## src/rtl/core/bca_pkg.sv

```systemverilog
`timescale 1ns / 1ps
// ----------------------------------------------------------------------------
// bca_pkg
// Shared widths, register codes and stage counts for the brightness and
// contrast point operation.
// ----------------------------------------------------------------------------
package bca_pkg;

  localparam int SAMPLE_W   = 8;
  localparam int BRIGHT_W   = 9;
  localparam int CONTRAST_W = 8;
  localparam int ADDR_W     = 3;
  localparam int DATA_W     = 32;

  // Quotient bits resolved one per divider stage, below the saturation test.
  localparam int DIV_STAGES = 8;
  // Signed numerator, unsigned normalised denominator, divider remainder.
  localparam int NUM_W      = 27;
  localparam int DEN_W      = 15;
  localparam int REM_W      = DEN_W + DIV_STAGES;

  typedef enum logic {
    REG_BRIGHTNESS = 1'b0,
    REG_CONTRAST   = 1'b1
  } bca_reg_t;

endpackage

```

## src/rtl/core/bca_if.sv

```systemverilog
`timescale 1ns / 1ps
// ----------------------------------------------------------------------------
// bca_in_if / bca_out_if
// Valid/ready channels carrying one channel sample per request.
// ----------------------------------------------------------------------------
interface bca_in_if;
  import bca_pkg::*;

  logic                valid;
  logic                ready;
  logic [SAMPLE_W-1:0] in_sample;

  modport source (output valid, output in_sample, input ready);
  modport sink   (input valid, input in_sample, output ready);
endinterface

interface bca_out_if;
  import bca_pkg::*;

  logic                valid;
  logic                ready;
  logic [SAMPLE_W-1:0] out_sample;

  modport source (output valid, output out_sample, input ready);
  modport sink   (input valid, input out_sample, output ready);
endinterface

```

## src/rtl/core/brightness_contrast_adjust.sv

```systemverilog
`timescale 1ns / 1ps
// ----------------------------------------------------------------------------
// brightness_contrast_adjust
// A request passes stages 0 to 3, the divider, then the output buffer.
// Throughput: one sample per cycle; the pipeline moves as one, held only when
//   the two-entry output buffer is full.
// Reset (rst, synchronous): brightness and contrast clear to zero, all stage
//   valid bits and the output buffer empty. Data registers are not reset.
// ----------------------------------------------------------------------------
module brightness_contrast_adjust (
  input  logic                        clk,
  input  logic                        rst,
  bca_in_if.sink                      in_chan,
  bca_out_if.source                   out_chan,
  input  logic                        psel,
  input  logic                        penable,
  input  logic                        pwrite,
  input  logic [bca_pkg::ADDR_W-1:0]  paddr,
  input  logic [bca_pkg::DATA_W-1:0]  pwdata,
  output logic [bca_pkg::DATA_W-1:0]  prdata,
  output logic                        pready
);
  import bca_pkg::*;

  // --------------------------------------------------------------------------
  // Configuration registers. Registers are decoded on address bit 2 alone;
  // the low byte-lane bits are ignored.
  // --------------------------------------------------------------------------
  logic signed [BRIGHT_W-1:0]   brightness;
  logic signed [CONTRAST_W-1:0] contrast;
  bca_reg_t                     reg_sel;
  logic                         cfg_write;

  assign pready    = 1'b1;
  assign reg_sel   = bca_reg_t'(paddr[2]);
  assign cfg_write = psel && penable && pwrite && pready;

  always_ff @(posedge clk) begin
    if (rst) begin
      brightness <= '0;
      contrast   <= '0;
    end else if (cfg_write) begin
      unique case (reg_sel)
        REG_BRIGHTNESS: brightness <= signed'(pwdata[BRIGHT_W-1:0]);
        REG_CONTRAST:   contrast   <= signed'(pwdata[CONTRAST_W-1:0]);
        default:        ;
      endcase
    end
  end

  always_comb begin
    unique case (reg_sel)
      REG_BRIGHTNESS: prdata = DATA_W'(brightness);
      REG_CONTRAST:   prdata = DATA_W'(contrast);
      default:        prdata = '0;
    endcase
  end

  // --------------------------------------------------------------------------
  // Flow control. Every stage advances together whenever the output buffer
  // has room; a full buffer holds the whole pipeline in place, so nothing is
  // dropped or repeated. Input is taken on the same condition.
  // --------------------------------------------------------------------------
  logic [1:0] ob_count;
  logic       adv;
  logic       push;
  logic       pop;

  assign adv           = (ob_count != 2'd2);
  assign in_chan.ready = adv;

  // --------------------------------------------------------------------------
  // Stage 0: capture the sample.
  // --------------------------------------------------------------------------
  logic                s0_v;
  logic [SAMPLE_W-1:0] s0_x;

  // --------------------------------------------------------------------------
  // Stage 1: linear terms and the denominator.
  //   positive contrast: t = 100x + 100b - 127c, d = 25500 - 254c
  //   otherwise:         g = 25600 - 256m, s = x + b, m = -c, d = 25500
  // Config is read here, after the sample is registered in stage 0, so a write
  // made alongside the request is already visible.
  // --------------------------------------------------------------------------
  logic                s1_v;
  logic                s1_pos;
  logic signed [17:0]  s1_t;
  logic signed [16:0]  s1_g;
  logic signed [9:0]   s1_s;
  logic [7:0]          s1_m;
  logic signed [15:0]  s1_d;

  logic                pos_c;
  logic signed [17:0]  xs_c;
  logic signed [17:0]  bs_c;
  logic signed [17:0]  cs_c;
  logic signed [17:0]  t_c;
  logic [7:0]          m_c;
  logic signed [16:0]  g_c;
  logic signed [9:0]   s_c;
  logic signed [15:0]  d_c;

  always_comb begin
    pos_c = !contrast[CONTRAST_W-1] && (contrast != '0);
    xs_c  = signed'(18'(s0_x));
    bs_c  = 18'(brightness);
    cs_c  = 18'(contrast);
    t_c   = 18'sd100 * xs_c + 18'sd100 * bs_c - 18'sd127 * cs_c;
    m_c   = 8'(~contrast + 8'sd1);
    g_c   = 17'sd25600 - signed'({1'b0, m_c, 8'b0});
    s_c   = signed'({2'b0, s0_x}) + 10'(brightness);
    d_c   = pos_c ? (16'sd25500 - 16'sd254 * 16'(contrast)) : 16'sd25500;
  end

  // --------------------------------------------------------------------------
  // Stage 2: scale to the full numerator.
  //   positive contrast: n = 255 t
  //   otherwise:         n = g s + 32640 m
  // --------------------------------------------------------------------------
  logic                    s2_v;
  logic signed [NUM_W-1:0] s2_n;
  logic signed [15:0]      s2_d;

  logic signed [NUM_W-1:0] n_pos_c;
  logic signed [NUM_W-1:0] n_neg_c;
  logic [NUM_W-1:0]        off_c;

  always_comb begin
    n_pos_c = 27'sd255 * NUM_W'(s1_t);
    off_c   = NUM_W'(s1_m) * 27'd32640;
    n_neg_c = NUM_W'(s1_g) * NUM_W'(s1_s) + signed'(off_c);
  end

  // --------------------------------------------------------------------------
  // Stage 3: make the denominator positive, flipping the numerator with it.
  // --------------------------------------------------------------------------
  logic                    s3_v;
  logic signed [NUM_W-1:0] s3_n;
  logic [DEN_W-1:0]        s3_d;

  // --------------------------------------------------------------------------
  // Stage 4 and the divider. Index 0 holds the sign and saturation flags and
  // the starting remainder; each later index settles one quotient bit, MSB
  // first, by a trial subtract of the shifted denominator.
  // A negative numerator rounds to zero or below and clamps to 0; a quotient
  // of 256 or more clamps to 255.
  // --------------------------------------------------------------------------
  logic                neg4_c;
  logic                sat4_c;
  logic [NUM_W-1:0]    lim4_c;

  always_comb begin
    neg4_c = s3_n[NUM_W-1];
    lim4_c = NUM_W'({s3_d, 8'b0});
    sat4_c = !neg4_c && (unsigned'(s3_n) >= lim4_c);
  end

  logic                dv_v   [0:DIV_STAGES];
  logic                dv_neg [0:DIV_STAGES];
  logic                dv_sat [0:DIV_STAGES];
  logic [DEN_W-1:0]    dv_d   [0:DIV_STAGES];
  logic [REM_W-1:0]    dv_rem [0:DIV_STAGES];
  logic [7:0]          dv_q   [0:DIV_STAGES];

  logic [REM_W-1:0]    dv_rem_next [1:DIV_STAGES];
  logic                dv_bit      [1:DIV_STAGES];

  always_comb begin
    for (int j = 1; j <= DIV_STAGES; j++) begin
      logic [REM_W:0] dsh;
      dsh            = (REM_W+1)'(dv_d[j-1]) << (DIV_STAGES - j);
      dv_bit[j]      = ((REM_W+1)'(dv_rem[j-1]) >= dsh);
      dv_rem_next[j] = dv_bit[j] ? REM_W'((REM_W+1)'(dv_rem[j-1]) - dsh) : dv_rem[j-1];
    end
  end

  // --------------------------------------------------------------------------
  // Round to nearest, ties to even, then clamp. The remainder is below the
  // denominator, so its low DEN_W bits carry it whole.
  // --------------------------------------------------------------------------
  logic [DEN_W:0]      two_r_c;
  logic                up_c;
  logic [7:0]          q_c;
  logic [SAMPLE_W-1:0] res_c;

  always_comb begin
    q_c     = dv_q[DIV_STAGES];
    two_r_c = {dv_rem[DIV_STAGES][DEN_W-1:0], 1'b0};
    up_c    = (two_r_c > {1'b0, dv_d[DIV_STAGES]})
           || ((two_r_c == {1'b0, dv_d[DIV_STAGES]}) && q_c[0]);
    if (dv_neg[DIV_STAGES]) begin
      res_c = '0;
    end else if (dv_sat[DIV_STAGES]) begin
      res_c = '1;
    end else if (up_c && (q_c != 8'hFF)) begin
      res_c = q_c + 8'd1;
    end else begin
      res_c = q_c;
    end
  end

  // --------------------------------------------------------------------------
  // Pipeline data registers: advance on adv, otherwise hold.
  // --------------------------------------------------------------------------
  always_ff @(posedge clk) begin
    if (adv) begin
      s0_x   <= in_chan.in_sample;

      s1_pos <= pos_c;
      s1_t   <= t_c;
      s1_g   <= g_c;
      s1_s   <= s_c;
      s1_m   <= m_c;
      s1_d   <= d_c;

      s2_n   <= s1_pos ? n_pos_c : n_neg_c;
      s2_d   <= s1_d;

      if (s2_d[15]) begin
        s3_n <= -s2_n;
        s3_d <= DEN_W'(-s2_d);
      end else begin
        s3_n <= s2_n;
        s3_d <= DEN_W'(s2_d);
      end

      dv_neg[0] <= neg4_c;
      dv_sat[0] <= sat4_c;
      dv_d[0]   <= s3_d;
      dv_rem[0] <= s3_n[REM_W-1:0];
      dv_q[0]   <= '0;

      for (int j = 1; j <= DIV_STAGES; j++) begin
        dv_neg[j] <= dv_neg[j-1];
        dv_sat[j] <= dv_sat[j-1];
        dv_d[j]   <= dv_d[j-1];
        dv_rem[j] <= dv_rem_next[j];
        dv_q[j]   <= {dv_q[j-1][6:0], dv_bit[j]};
      end
    end
  end

  // Valid bits travel with the data.
  always_ff @(posedge clk) begin
    if (rst) begin
      s0_v <= 1'b0;
      s1_v <= 1'b0;
      s2_v <= 1'b0;
      s3_v <= 1'b0;
      for (int j = 0; j <= DIV_STAGES; j++) begin
        dv_v[j] <= 1'b0;
      end
    end else if (adv) begin
      s0_v    <= in_chan.valid;
      s1_v    <= s0_v;
      s2_v    <= s1_v;
      s3_v    <= s2_v;
      dv_v[0] <= s3_v;
      for (int j = 1; j <= DIV_STAGES; j++) begin
        dv_v[j] <= dv_v[j-1];
      end
    end
  end

  // --------------------------------------------------------------------------
  // Output buffer: head register drives out_chan, a second entry takes the
  // result that arrives while the head is stalled.
  // --------------------------------------------------------------------------
  logic [SAMPLE_W-1:0] ob_head;
  logic [SAMPLE_W-1:0] ob_tail;

  assign push = adv && dv_v[DIV_STAGES];
  assign pop  = (ob_count != 2'd0) && out_chan.ready;

  assign out_chan.valid      = (ob_count != 2'd0);
  assign out_chan.out_sample = ob_head;

  always_ff @(posedge clk) begin
    if (rst) begin
      ob_count <= 2'd0;
    end else begin
      ob_count <= ob_count + 2'(push) - 2'(pop);
    end
  end

  always_ff @(posedge clk) begin
    if (push && pop) begin
      ob_head <= res_c;
    end else if (push) begin
      if (ob_count == 2'd0) begin
        ob_head <= res_c;
      end else begin
        ob_tail <= res_c;
      end
    end else if (pop) begin
      ob_head <= ob_tail;
    end
  end

endmodule

```

## src/flat_wrapper.sv

```systemverilog
// flat-port wrapper written by rule: the top's interface ports become plain ports
module brightness_contrast_adjust_flat import bca_pkg::*;
  (clk, rst, psel, penable, pwrite, paddr, pwdata, prdata, pready, in_chan_valid, in_chan_in_sample, in_chan_ready, out_chan_valid, out_chan_out_sample, out_chan_ready);
  bca_in_if in_chan_i ();
  bca_out_if out_chan_i ();
  input  logic clk;
  input  logic rst;
  input  logic psel;
  input  logic penable;
  input  logic pwrite;
  input  logic [bca_pkg::ADDR_W-1:0] paddr;
  input  logic [bca_pkg::DATA_W-1:0] pwdata;
  output logic [bca_pkg::DATA_W-1:0] prdata;
  output logic pready;
  input wire logic [$bits(in_chan_i.valid)-1:0] in_chan_valid;
  input wire logic [$bits(in_chan_i.in_sample)-1:0] in_chan_in_sample;
  output wire logic [$bits(in_chan_i.ready)-1:0] in_chan_ready;
  output wire logic [$bits(out_chan_i.valid)-1:0] out_chan_valid;
  output wire logic [$bits(out_chan_i.out_sample)-1:0] out_chan_out_sample;
  input wire logic [$bits(out_chan_i.ready)-1:0] out_chan_ready;
  assign in_chan_i.valid = in_chan_valid;
  assign in_chan_i.in_sample = in_chan_in_sample;
  assign in_chan_ready = in_chan_i.ready;
  assign out_chan_valid = out_chan_i.valid;
  assign out_chan_out_sample = out_chan_i.out_sample;
  assign out_chan_i.ready = out_chan_ready;
  brightness_contrast_adjust u_core (.clk(clk), .rst(rst), .in_chan(in_chan_i), .out_chan(out_chan_i), .psel(psel), .penable(penable), .pwrite(pwrite), .paddr(paddr), .pwdata(pwdata), .prdata(prdata), .pready(pready));
endmodule
```

## config.mk

```make
export PLATFORM = sky130hd
export DESIGN_NAME = brightness_contrast_adjust_flat
export DESIGN_NICKNAME = d
export VERILOG_FILES = /design/src/rtl/core/bca_pkg.sv /design/src/rtl/core/bca_if.sv /design/src/rtl/core/brightness_contrast_adjust.sv /design/src/flat_wrapper.sv
export SDC_FILE = /design/constraint.sdc
export NUM_CORES = 2
export LEC_CHECK = 0
export BUFFER_PORTS_ARGS = -buffer_cell sky130_fd_sc_hd__buf_2
export CORE_ASPECT_RATIO = 0.75
export CORE_UTILIZATION = 40
export DETAILED_ROUTE_END_ITERATION = 10
export PLACE_DENSITY = 0.59
export SETUP_SLACK_MARGIN = 0.1
export SLEW_MARGIN = 20
export SYNTH_ARGS = -nofsm -noshare
export SYNTH_HDL_FRONTEND = slang
export SYNTH_SLANG_ARGS = --single-unit
```

## constraint.sdc

```tcl
create_clock -name clk -period 14.4 [get_ports clk]
set_input_delay 1.44 -clock clk [delete_from_list [all_inputs] [get_ports clk]]
set_output_delay 1.44 -clock clk [all_outputs]
set_load 0.05 [all_outputs]
```

==> flow_metrics.py <==
metrics = {
    "synthesis": {
        "yosysMostFrequentCell": "inv_1",
        "ys_ff_latch": 576,
        "yosysSeqAreaShare": 0.412,
        "ys_types": 85,
        "synth_ff_type": "edfxtp_1",
        "syn_avg_cell_area_um2": 11.0,
        "synth_common_cells": "inv_1 (632), edfxtp_1 (553), ha_1 (415)",
        "syn_nets": 4498,
        "ys_warn_count": 0,
        "synthesis.area_mm2": 0.0414,
        "syn_inst": 3774,
        "async_flop_share": 0,
        "yosysTopAreaCellShare": 0.401,
        "synth_edf_count": 553,
        "synth.area.top_cells": "edfxtp_1 (40%), ha_1 (13%), fa_1 (13%), inv_1 (5.7%), xnor2_1 (3.6%)",
        "yosys.area.top_type": "edfxtp_1",
    },
    "die": {
        "core.rowCount": 101,
        "fp.dieW_um": 374,
        "boundaryPins": 93,
        "initial_core_util": 0.406,
        "dieArea_mm2": 0.105,
        "die_h_um": 281,
        "core_mm2": 0.102,
    },
    "setup_path": {
        "cp_max_fo": 21,
        "critPathArrivalTime_ps": 8580,
        "crit_type": "reg2reg",
        "cp_top_family": "adder cells",
        "cp_slowest_cell": "fa_1",
        "required_ps": 14770,
        "crit_start": "u_core.s1_m[0]",
        "rrSetupSlack_ps": 6190,
        "endpoint_kind": "flop",
        "crit_top_cell": "fa_1",
        "critPathMaxStageDelay_ps": 660,
        "critical_path_buf_inv_count": 5,
        "r2r-start": "u_core.s1_m[0]",
        "critPathLaunchType": "flop",
    },
    "routing": {
        "dr.pass1.iters": 8,
        "wire_per_inst_um": 16.1,
        "drtAntennaViolNets": 0,
        "vias": 26100,
        "drtIter0Drc": 1610,
        "vias_per_cell": 5.00,
        "drc": 0,
        "routed_wirelength_mm": 84.0,
    },
    "min_path": {
        "holdCritStartpoint": "u_core.dv_q[0][17]",
        "hold_class": "reg2reg",
    },
    "clocking": {
        "post_cts.resized_instances": 0,
        "insertion_delay_ps": 630,
        "cts_htree_levels": 2,
        "cts_tree": "done",
        "ctsLongestPathBuffers": 3,
        "post_cts_buffers": 0,
        "cts_num_sinks": 576,
        "cts.clk_slew.worst_paths_ps": 60,
        "clockRootBuffer": "clkbuf_16",
        "hold_buffers": 0,
        "numCtsBuffers": 56,
    },
    "outcome": {
        "status": "complete, no violations",
    },
    "sta": {
        "timing.final.crit_share": 0.570,
        "relSlewSlack": 0.296,
        "finalSetupViolations": 0,
        "skew_ps": 35.3,
        "fmax_mhz": 122,
        "rsz0062_at_grt": "no",
        "fin_tns_setup_ps": 0,
        "min_period_ps": 8210,
        "slew_viol_final": 0,
        "hold_viol": 0,
        "worst_pin_slew_ps": 1050,
    },
    "place": {
        "portBuffers": 66,
        "gp_congestion": 0.809,
        "dp_hpwl_mm": 66.3,
    },
    "global_routing": {
        "grt_pass1_vias": 25600,
        "antenna_found_initial": 1,
        "grt_max_degree": 204,
        "grt_usage": 0.161,
        "grt_pass1_wl_mm": 136,
        "grt-ovfl-total": 0,
    },
    "flow_run": {
        "maxCapViolCount": 0,
    },
    "layout": {
        "drive_gt1_frac": 0.0657,
        "nNetsFinal": 4559,
        "diodes": 0,
        "synthToLayoutAreaGrowth_pct": 8.80,
    },
}
flip-flops by register name, summed over array words and instances, names as in the netlist, 10 cells and up:
signal and flops:
u_core.dv_rem 199, u_core.dv_d 126, u_core.dv_q 36, u_core.s2_n 27
u_core.s3_n 27, u_core.s1_t 17, u_core.s1_d 15, u_core.s2_d 15
u_core.s3_d 14, u_core.s1_s 10
cells in the final DEF (no fill, tap or decap), types with 57 or more instances in the layout:
cell type and instances:
edfxtp_1 553, nor2_1 164, buf_2 66, inv_1 631, o21ai_0 141, a21o_1 83
xnor2_1 172, nand2_1 262, fa_1 259, xor2_1 101, ha_1 415, a21oi_1 209
clkbuf_16 57, nor3_1 66, and2_1 61
kinds of logic (layout without fill, tap and decap cells):
kind of cell / Yosys count / in the layout / share of synthesized area
AOI/OAI and AO/OA: 664 / 664 / 0.102
buffers and inverters: 714 / 820 / 0.0671
xor gates and xnor gates: 273 / 273 / 0.0577
and+or+nand+nor: 820 / 820 / 0.0972
muxes: 52 / 52 / 0.0138
adders and majority gates: 674 / 674 / 0.250
other: 1 / 1 / 0.0000905
DFF: 576 / 576 / 0.412
through the flow:
step                area [um2]  setup slack (ps)  cells  utilization  hold WS (ps)
finish                   45100              6190   5219        0.442           404
global route             45100              5770   5219        0.442           412
CTS                      45100              6160   5219        0.442           398
detailed placement       43200              6170   5116        0.424           405
global placement         43200              6160   5116        0.424           401
floorplan                41400               896   3774            -           400
path summary, 6_finish.rpt:
| kind | end | cells past startpoint |
|---|---|---|
| setup reg to reg | u_core.s2_n[26] | 28 |
| hold reg to reg | u_core.dv_q[0][26] | 0 |
| hold / removal | u_core.dv_q[0][26] | 0 |
| setup / recovery | u_core.s2_n[26] | 28 |
per-layer routing:
layer  GRT usage  part of all wire
met1       0.236              0.51
met5           0           0.00015
met2       0.257              0.45
met4      0.0265             0.013
met3      0.0206             0.033
layout make-up:
class,count,area [um2]
Multi-Input combinational cell,2484,21600
Fill cell,9449,56900
Inverter,634,2390
Clock buffer,67,1460
Sequential cell,576,17100
Timing Repair Buffer,83,474
Tap cell,1339,1680
Clock inverter,36,400
Power is not shown: default switching activity piles up to over one toggle a cycle in this logic, so the estimate is an artifact.
